$ cat src/rtl/stma_pkg.sv
// Package for the sparse triplet matrix adder.
// Holds the payload structs, action and result status codes, register indexes,
// the controller state type and the controller/datapath command and status structs.
package stma_pkg;

  // Input item
  typedef struct packed {
    logic [1:0]         action;
    logic [7:0]         entry_row;
    logic [7:0]         entry_col;
    logic signed [31:0] entry_value;
  } stma_in_t;

  // Result item
  typedef struct packed {
    logic [7:0]         sum_row;
    logic [7:0]         sum_col;
    logic signed [31:0] sum_value;
    logic [1:0]         status;
    logic               last;
  } stma_out_t;

  // Action codes
  localparam logic [1:0] ACT_LOAD_FIRST  = 2'd0;
  localparam logic [1:0] ACT_LOAD_SECOND = 2'd1;
  localparam logic [1:0] ACT_RUN         = 2'd2;

  // Result status codes
  localparam logic [1:0] RES_VALID    = 2'd0;
  localparam logic [1:0] RES_MISMATCH = 2'd1;
  localparam logic [1:0] RES_EMPTY    = 2'd2;

  // Configuration register indexes
  localparam int unsigned CFG_INDEX_BITS = 3;
  localparam int unsigned DIM_BITS       = 9;
  localparam logic [CFG_INDEX_BITS-1:0] CFG_FIRST_ROWS  = 3'd0;
  localparam logic [CFG_INDEX_BITS-1:0] CFG_FIRST_COLS  = 3'd1;
  localparam logic [CFG_INDEX_BITS-1:0] CFG_SECOND_ROWS = 3'd2;
  localparam logic [CFG_INDEX_BITS-1:0] CFG_SECOND_COLS = 3'd3;

  // Controller states
  typedef enum logic {
    S_IDLE,
    S_MERGE
  } stma_state_t;

  // Controller to datapath
  typedef struct packed {
    logic load_first;
    logic load_second;
    logic emit_mismatch;
    logic emit_empty;
    logic emit_entry;
    logic clear;
  } stma_cmd_t;

  // Datapath to controller
  typedef struct packed {
    logic mismatch;
    logic empty;
    logic last_entry;
  } stma_stat_t;

endpackage

$ cat src/rtl/stma_ram.sv
// Generic single-port-write, single-port-read RAM with registered read data.
// No dependencies.
module stma_ram #(
  parameter int unsigned WIDTH = 48,
  parameter int unsigned DEPTH = 16,
  parameter int unsigned AW    = (DEPTH > 1) ? $clog2(DEPTH) : 1
) (
  input  logic             clk,
  input  logic             we,
  input  logic [AW-1:0]    waddr,
  input  logic [WIDTH-1:0] wdata,
  input  logic [AW-1:0]    raddr,
  output logic [WIDTH-1:0] rdata
);

  logic [WIDTH-1:0] mem [DEPTH];

  // Write port
  always_ff @(posedge clk) begin
    if (we) begin
      mem[waddr] <= wdata;
    end
  end

  // Registered read port
  always_ff @(posedge clk) begin
    rdata <= mem[raddr];
  end

endmodule

$ cat src/rtl/stma_ctrl.sv
// Controller for the sparse triplet matrix adder: decodes items and sequences the merge.
// Depends on stma_pkg.
module stma_ctrl (
  input  logic                clk,
  input  logic                rst,
  input  logic                start,
  input  logic [1:0]          action,
  input  stma_pkg::stma_stat_t stat,
  output stma_pkg::stma_cmd_t  cmd,
  output logic                busy
);
  import stma_pkg::*;

  stma_state_t state, state_next;

  // State register
  always_ff @(posedge clk) begin
    if (rst) begin
      state <= S_IDLE;
    end else begin
      state <= state_next;
    end
  end

  // Next state and commands
  always_comb begin
    state_next = state;
    cmd        = '0;
    busy       = 1'b0;
    case (state)
      S_IDLE: begin
        if (start) begin
          case (action)
            ACT_LOAD_FIRST:  cmd.load_first  = 1'b1;
            ACT_LOAD_SECOND: cmd.load_second = 1'b1;
            ACT_RUN:         state_next      = S_MERGE;
            default: ;
          endcase
        end
      end
      S_MERGE: begin
        busy = 1'b1;
        if (stat.mismatch) begin
          cmd.emit_mismatch = 1'b1;
          cmd.clear         = 1'b1;
          state_next        = S_IDLE;
        end else if (stat.empty) begin
          cmd.emit_empty = 1'b1;
          cmd.clear      = 1'b1;
          state_next     = S_IDLE;
        end else begin
          cmd.emit_entry = 1'b1;
          if (stat.last_entry) begin
            cmd.clear  = 1'b1;
            state_next = S_IDLE;
          end
        end
      end
      default: state_next = S_IDLE;
    endcase
  end

endmodule

$ cat src/rtl/stma_dp.sv
// Datapath for the sparse triplet matrix adder: config registers, both entry lists,
// head pointers, key compare, adder and the result register.
// Depends on stma_pkg and stma_ram.
module stma_dp #(
  parameter int unsigned ENTRIES    = 16,
  parameter int unsigned VALUE_BITS = 32
) (
  input  logic                                  clk,
  input  logic                                  rst,
  input  logic                                  cfg_we,
  input  logic [stma_pkg::CFG_INDEX_BITS-1:0]   cfg_index,
  input  logic [stma_pkg::DIM_BITS-1:0]         cfg_data,
  input  stma_pkg::stma_in_t                    entry,
  input  stma_pkg::stma_cmd_t                   cmd,
  output stma_pkg::stma_stat_t                  stat,
  output logic                                  result_valid,
  output stma_pkg::stma_out_t                   result
);
  import stma_pkg::*;

  localparam int unsigned AW = (ENTRIES > 1) ? $clog2(ENTRIES) : 1;
  localparam int unsigned CW = $clog2(ENTRIES + 1);
  localparam int unsigned EW = 16 + VALUE_BITS;

  // Config registers
  logic [DIM_BITS-1:0] first_rows, first_cols, second_rows, second_cols;

  always_ff @(posedge clk) begin
    if (rst) begin
      first_rows  <= DIM_BITS'(1);
      first_cols  <= DIM_BITS'(1);
      second_rows <= DIM_BITS'(1);
      second_cols <= DIM_BITS'(1);
    end else if (cfg_we) begin
      case (cfg_index)
        CFG_FIRST_ROWS:  first_rows  <= cfg_data;
        CFG_FIRST_COLS:  first_cols  <= cfg_data;
        CFG_SECOND_ROWS: second_rows <= cfg_data;
        CFG_SECOND_COLS: second_cols <= cfg_data;
        default: ;
      endcase
    end
  end

  // Fill counts and head pointers
  logic [CW-1:0] count_a, count_b, ptr_a, ptr_b, ptr_a_next, ptr_b_next;
  logic          we_a, we_b;
  logic [EW-1:0] wdata, rdata_a, rdata_b;

  assign we_a  = cmd.load_first  && (count_a < CW'(ENTRIES));
  assign we_b  = cmd.load_second && (count_b < CW'(ENTRIES));
  assign wdata = {entry.entry_row, entry.entry_col,
                  VALUE_BITS'($unsigned(entry.entry_value))};

  always_ff @(posedge clk) begin
    if (rst) begin
      count_a <= '0;
      count_b <= '0;
    end else if (cmd.clear) begin
      count_a <= '0;
      count_b <= '0;
    end else begin
      if (we_a) count_a <= count_a + CW'(1);
      if (we_b) count_b <= count_b + CW'(1);
    end
  end

  always_ff @(posedge clk) begin
    if (rst) begin
      ptr_a <= '0;
      ptr_b <= '0;
    end else begin
      ptr_a <= ptr_a_next;
      ptr_b <= ptr_b_next;
    end
  end

  // Entry lists; read address follows the next head so data lines up with the pointer
  stma_ram #(.WIDTH(EW), .DEPTH(ENTRIES), .AW(AW)) u_list_a (
    .clk   (clk),
    .we    (we_a),
    .waddr (count_a[AW-1:0]),
    .wdata (wdata),
    .raddr (ptr_a_next[AW-1:0]),
    .rdata (rdata_a)
  );

  stma_ram #(.WIDTH(EW), .DEPTH(ENTRIES), .AW(AW)) u_list_b (
    .clk   (clk),
    .we    (we_b),
    .waddr (count_b[AW-1:0]),
    .wdata (wdata),
    .raddr (ptr_b_next[AW-1:0]),
    .rdata (rdata_b)
  );

  // Head compare and select
  logic                  a_live, b_live, take_a, take_b;
  logic [15:0]           key_a, key_b;
  logic [VALUE_BITS-1:0] val_a, val_b;
  logic [CW-1:0]         ptr_a_inc, ptr_b_inc;
  logic signed [VALUE_BITS-1:0] sum_v;
  logic [7:0]            sel_row, sel_col;

  assign a_live = ptr_a < count_a;
  assign b_live = ptr_b < count_b;
  assign key_a  = rdata_a[EW-1 -: 16];
  assign key_b  = rdata_b[EW-1 -: 16];
  assign val_a  = rdata_a[VALUE_BITS-1:0];
  assign val_b  = rdata_b[VALUE_BITS-1:0];
  assign take_a = a_live && (!b_live || key_a <= key_b);
  assign take_b = b_live && (!a_live || key_b <= key_a);

  assign sum_v   = (take_a ? val_a : '0) + (take_b ? val_b : '0);
  assign sel_row = take_a ? key_a[15:8] : key_b[15:8];
  assign sel_col = take_a ? key_a[7:0]  : key_b[7:0];

  assign ptr_a_inc = ptr_a + CW'(take_a);
  assign ptr_b_inc = ptr_b + CW'(take_b);

  always_comb begin
    if (cmd.clear) begin
      ptr_a_next = '0;
      ptr_b_next = '0;
    end else if (cmd.emit_entry) begin
      ptr_a_next = ptr_a_inc;
      ptr_b_next = ptr_b_inc;
    end else begin
      ptr_a_next = ptr_a;
      ptr_b_next = ptr_b;
    end
  end

  // Status to controller
  assign stat.mismatch   = (first_rows != second_rows) || (first_cols != second_cols);
  assign stat.empty      = (count_a == '0) && (count_b == '0);
  assign stat.last_entry = (ptr_a_inc >= count_a) && (ptr_b_inc >= count_b);

  // Result register
  always_ff @(posedge clk) begin
    if (rst) begin
      result_valid <= 1'b0;
    end else begin
      result_valid <= cmd.emit_entry || cmd.emit_mismatch || cmd.emit_empty;
    end
  end

  always_ff @(posedge clk) begin
    if (cmd.emit_entry) begin
      result.sum_row   <= sel_row;
      result.sum_col   <= sel_col;
      result.sum_value <= 32'(sum_v);
      result.status    <= RES_VALID;
      result.last      <= stat.last_entry;
    end else if (cmd.emit_mismatch || cmd.emit_empty) begin
      result.sum_row   <= '0;
      result.sum_col   <= '0;
      result.sum_value <= '0;
      result.status    <= cmd.emit_mismatch ? RES_MISMATCH : RES_EMPTY;
      result.last      <= 1'b1;
    end
  end

endmodule

$ cat src/rtl/sparse_triplet_matrix_add.sv
// Sparse triplet matrix adder. During a load busy stays low.
// A run holds busy until its final result is chosen (one result when dimensions differ or
// both lists are empty); results are registered and stream one per cycle, paced by the head
// compare on the registered list read ports.
// Reset: dimensions to 1, both fill counts to zero, list contents undefined until loaded.
// The receiver cannot stall; each result strobe lasts one cycle.
module sparse_triplet_matrix_add #(
  parameter int unsigned ENTRIES    = 16,
  parameter int unsigned VALUE_BITS = 32
) (
  input  logic                                clk,
  input  logic                                rst,
  input  logic                                start,
  output logic                                busy,
  input  stma_pkg::stma_in_t                  entry,
  output logic                                result_valid,
  output stma_pkg::stma_out_t                 result,
  input  logic                                cfg_valid,
  output logic                                cfg_ready,
  input  logic [stma_pkg::CFG_INDEX_BITS-1:0] cfg_index,
  input  logic [stma_pkg::DIM_BITS-1:0]       cfg_data
);
  import stma_pkg::*;

  stma_cmd_t  cmd;
  stma_stat_t stat;

  // Registers are always writable
  assign cfg_ready = 1'b1;

  stma_ctrl u_ctrl (
    .clk    (clk),
    .rst    (rst),
    .start  (start),
    .action (entry.action),
    .stat   (stat),
    .cmd    (cmd),
    .busy   (busy)
  );

  stma_dp #(.ENTRIES(ENTRIES), .VALUE_BITS(VALUE_BITS)) u_dp (
    .clk          (clk),
    .rst          (rst),
    .cfg_we       (cfg_valid && cfg_ready),
    .cfg_index    (cfg_index),
    .cfg_data     (cfg_data),
    .entry        (entry),
    .cmd          (cmd),
    .stat         (stat),
    .result_valid (result_valid),
    .result       (result)
  );

  // A run beat always starts a merge
  a_run_busy: assert property (@(posedge clk) disable iff (rst)
    start && !busy && entry.action == ACT_RUN |=> busy)
    else $error("run accepted but merge did not start");

  // Results only come out of a merge
  a_res_from_merge: assert property (@(posedge clk) disable iff (rst)
    result_valid |-> $past(busy))
    else $error("result without a merge cycle");

  // The final result ends the merge
  a_last_idle: assert property (@(posedge clk) disable iff (rst)
    result_valid && result.last |-> !busy)
    else $error("merge still running after final result");

  // A result that is not final means more are coming
  a_more_busy: assert property (@(posedge clk) disable iff (rst)
    result_valid && !result.last |-> busy)
    else $error("merge stopped before final result");

  // Mismatch and empty are single-beat runs
  a_special_last: assert property (@(posedge clk) disable iff (rst)
    result_valid && result.status != RES_VALID |-> result.last)
    else $error("special status not marked final");

endmodule

$ cat config.mk
export PLATFORM = sky130hd
export DESIGN_NAME = sparse_triplet_matrix_add
export DESIGN_NICKNAME = d
export VERILOG_FILES = /design/src/rtl/stma_pkg.sv /design/src/rtl/stma_ram.sv /design/src/rtl/stma_ctrl.sv /design/src/rtl/stma_dp.sv /design/src/rtl/sparse_triplet_matrix_add.sv
export SDC_FILE = /design/constraint.sdc
export NUM_CORES = 2
export LEC_CHECK = 0
export BUFFER_PORTS_ARGS = -buffer_cell sky130_fd_sc_hd__clkbuf_2
export CORE_UTILIZATION = 67
export DETAILED_ROUTE_END_ITERATION = 10
export PLACE_DENSITY_LB_ADDON = 0.15
export RECOVER_POWER = 25
export SYNTH_ARGS = -nofsm -noshare
export SYNTH_HDL_FRONTEND = slang
export SYNTH_SLANG_ARGS = --single-unit
$ cat constraint.sdc
create_clock -name clk -period 12.83 [get_ports clk]
set_input_delay 1.283 -clock clk [delete_from_list [all_inputs] [get_ports clk]]
set_output_delay 1.283 -clock clk [all_outputs]
set_load 0.05 [all_outputs]
==> metrics.yaml <==
drt:
  finalWirelength_mm: 172
  drt_iter0_drc: 6149
  num_vias: 39530
  antenna_left: 0
  routed_via_density: 6.64
  dr.pass1.iters: 6
  drc: 0
  routedWlPerCell_um: 28.9
yosys:
  yosys.area.top_type: "edfxtp_1"
  synth_ff_type: "edfxtp_1"
  ys_ff_latch: 1741
  syn_nets: 4485
  ys_async_sr_fraction: 0
  synth_top_area_frac: 0.700
  syn-cell-area_mm2: 0.0680
  syn_avg_cell_area_um2: 15.7
  synth.yosys.seq_area_share: 0.746
  ys_warn_count: 0
  synth.area.top_cells: "edfxtp_1, mux4_2, nand2_1"
  yosysUniqueCellTypes: 72
  synth-edff-count: 1585
  syn_inst: 4341
sta:
  fin_ws_ns: 4.35
  setup_tns_ns: 0
  timing.fmax_ghz: 0.118
  fin_skew_ns: 0.0261
  slew_violations: 0
  worstMarginPinSlew_ns: 1.32
  rsz0062_at_grt: "no"
  post-route-period-util: 0.661
  setup_viol: 0
  hold_viol: 0
  period_needed_ns: 8.48
  slew_headroom: 0.118
cells_and_area:
  final_net_count: 4599
  drive_above_1_share: 0.140
  finalNonFillerCells: 5956
  syn_to_final_growth_pct: 10.8
grt:
  grt_max_degree: 172
  grt_pass1_wl_mm: 249
  grt_use_total: 0.339
  grt_pass1_vias: 37955
  antenna_found_initial: 5
  gr-total-overflow: 0
cts:
  cts_setup_buffers: 0
  cts_sinks: 1741
  clk_pin_slew_ns: 0.07
  ctsHtreeMaxLevel: 4
  clk_latency_ns: 0.78
  cts_tree: "done"
  postCtsResizedCells: 0
  root_buffer: "clkbuf_16"
  clockBufferDepth: 3
  ctsHoldBuffers: 0
  numCtsBuffers: 167
floorplan:
  die_h_um: 321
  initial_utilization: 0.678
  num_rows: 116
  pin_count: 120
  die_w_um: 321
  dieArea_mm2: 0.103
  core_region_area_mm2: 0.100
placement:
  dp_cells: 5643
  dp_hpwl_mm: 86.4
  io_buffers: 118
  place_ws_ns: 4.46
  place.gp.congestion: 0.856
power_and_ir_drop:
  ir_drop_mv: 0.144
  p_per_area_mw_per_mm2: 154
  p_leak_nw: 26.0
critical_path:
  reg2reg_to: "u_dp.u_list_a.rdata[33]"
  path_class: "flop to flop"
  critPathCaptureType: "flop"
  crit_required_ns: 13.48
  regToRegSetupSlack_ns: 4.35
  endpoint: "u_dp.u_list_a.rdata[33]"
  rr_startpoint: "u_dp.u_list_b.rdata[35]"
  worst-path-max-fanout: 64
  cp.arrival_ns: 9.13
  r2r_cells: 22
  crit_start: "u_dp.u_list_b.rdata[35]"
  startpoint_type: "flop"
min_path:
  hold_class: "flop to flop"
status:
  status: "finished, final reports clean"
flow_run:
  cap_violations: 0
## sequential cells by signal (all words and copies together) (netlist names)
name / count
u_dp.u_list_a.rdata: 48
u_dp.first_cols: 9
u_dp.second_rows: 9
u_dp.u_list_a.mem: 768
u_dp.u_list_b.rdata: 48
u_dp.count_a: 5
u_dp.ptr_a: 5
u_dp.result_valid: 1
u_ctrl.state: 1
u_dp.result: 51
u_dp.u_list_b.mem: 768
u_dp.count_b: 5
u_dp.ptr_b: 5
u_dp.first_rows: 9
u_dp.second_cols: 9
## area by class of cell
class	instances	area, µm²
Sequential cell	1741	50700
Antenna cell	1	2.50
Tap cell	1357	1700
Inverter	45	169
Clock buffer	246	4700
Fill cell	5780	25000
Multi-Input combinational cell	2315	16300
Timing Repair Buffer	185	1100
Clock inverter	66	653
## metrics by stage
| stage | utilization | hold slack [ns] | instance area (µm²) | power, mW |
|---|---|---|---|---|
| global route | 0.751 | 0.481 | 75300 | 11.9 |
| CTS | 0.751 | 0.468 | 75300 | 11.6 |
| finish | 0.751 | 0.466 | 75300 | 11.6 |
| global placement | 0.698 | 0.454 | 70000 | 6.88 |
| floorplan | - | 0.448 | 68000 | 6.69 |
| detailed placement | 0.698 | 0.460 | 70000 | 6.90 |
## power by group
part / total [mW] / switching [mW] / internal (mW)
Combinational: 0.521 / 0.362 / 0.159
Clock: 4.84 / 2.07 / 2.77
Sequential: 6.27 / 0.0330 / 6.24
Total: 11.6 / 2.46 / 9.16
## placed cells by master (no fill, tap or decap), types with 77 or more instances in the layout
cell type and count:
a21oi_1 77, nand3_1 108, dfxtp_1 156, clkbuf_16 171
clkbuf_1 93, edfxtp_1 1585, ha_1 77, o21ai_0 115
a22oi_1 96, nor2_1 239, nand2_1 839, mux4_2 192
clkbuf_2 86
## cells in the mapped netlist (all sizes together) (3+ instances only)
library cell  count
ha               77
and3              3
dfxtp           156
o211ai           52
a31oi            57
a211oi            6
or4               3
or2               3
nor4              5
mux2i            50
nor2            265
a22oi            96
buf             124
nand4            11
a21o             23
a32oi            48
nor3             22
nand2           839
o31a              4
edfxtp         1585
and2             66
o21ai           115
o22ai             4
a41oi             4
o221ai           48
a21oi            80
nand3b            6
or3               5
mux4            192
a31o              3
xnor2            32
nand3           108
clkbuf          116
o21a              9
nor2b            16
xor2             23
inv              45
nand2b           10
## per-layer routing
layer  global-route usage  share of wire  vias to the layer above  wire (µm)
met1                0.503           0.39                    19740      66400
li1                     -              -                    16716          -
met3               0.0784           0.13                      400      22500
met5                    0        0.00028                        -         49
met4                0.115          0.032                        8       5500
met2                0.504           0.45                     2666      77900
## worst max-delay path, cell delays in order (launching register included)
cell      delay, ns
dfxtp_1        0.31
inv_1          0.05
ha_1           0.31
nand4_1        0.30
nor4_1         0.94
inv_1          0.20
a31oi_4        0.23
buf_4          0.43
ha_1           0.27
ha_1           0.32
xnor2_1        0.20
inv_1          0.08
ha_1           0.29
a21o_1         0.16
a31oi_1        0.13
o21ai_0        0.17
a211oi_2       1.02
nand2_1        0.35
o22ai_4        0.83
buf_4          0.83
mux4_2         0.43
a22oi_1        0.24
nand2_1        0.08
## cell families (layout without fill, tap and decap cells)
logic type,after synthesis,after routing,synth area share
multiplexers,242,242,0.0710
XOR/XNOR,55,55,0.00709
adder cells (fa/ha/maj),78,78,0.0145
buffers and inverters,285,542,0.0201
AND/OR/NAND/NOR,1371,1371,0.0839
flip-flops,1741,1741,0.746
other,1,2,0.0000552
AO/OA/AOI/OAI,568,568,0.0574
## worst min path at each step
stage / start / endpoint / slack (ns) / cells after the start
after CTS: u_dp.second_rows[4] / u_dp.second_rows[4] / 0.47 / 2
after global routing: u_dp.first_cols[1] / u_dp.first_cols[1] / 0.48 / 2
after global placement: u_dp.second_rows[3] / u_dp.second_rows[3] / 0.45 / 2
after floorplan: u_dp.first_rows[1] / u_dp.first_rows[1] / 0.45 / 2
final: u_dp.second_rows[5] / u_dp.second_rows[5] / 0.47 / 2
after detailed placement: u_dp.second_rows[4] / u_dp.second_rows[4] / 0.46 / 2
Power figures use the tool's default switching activity.
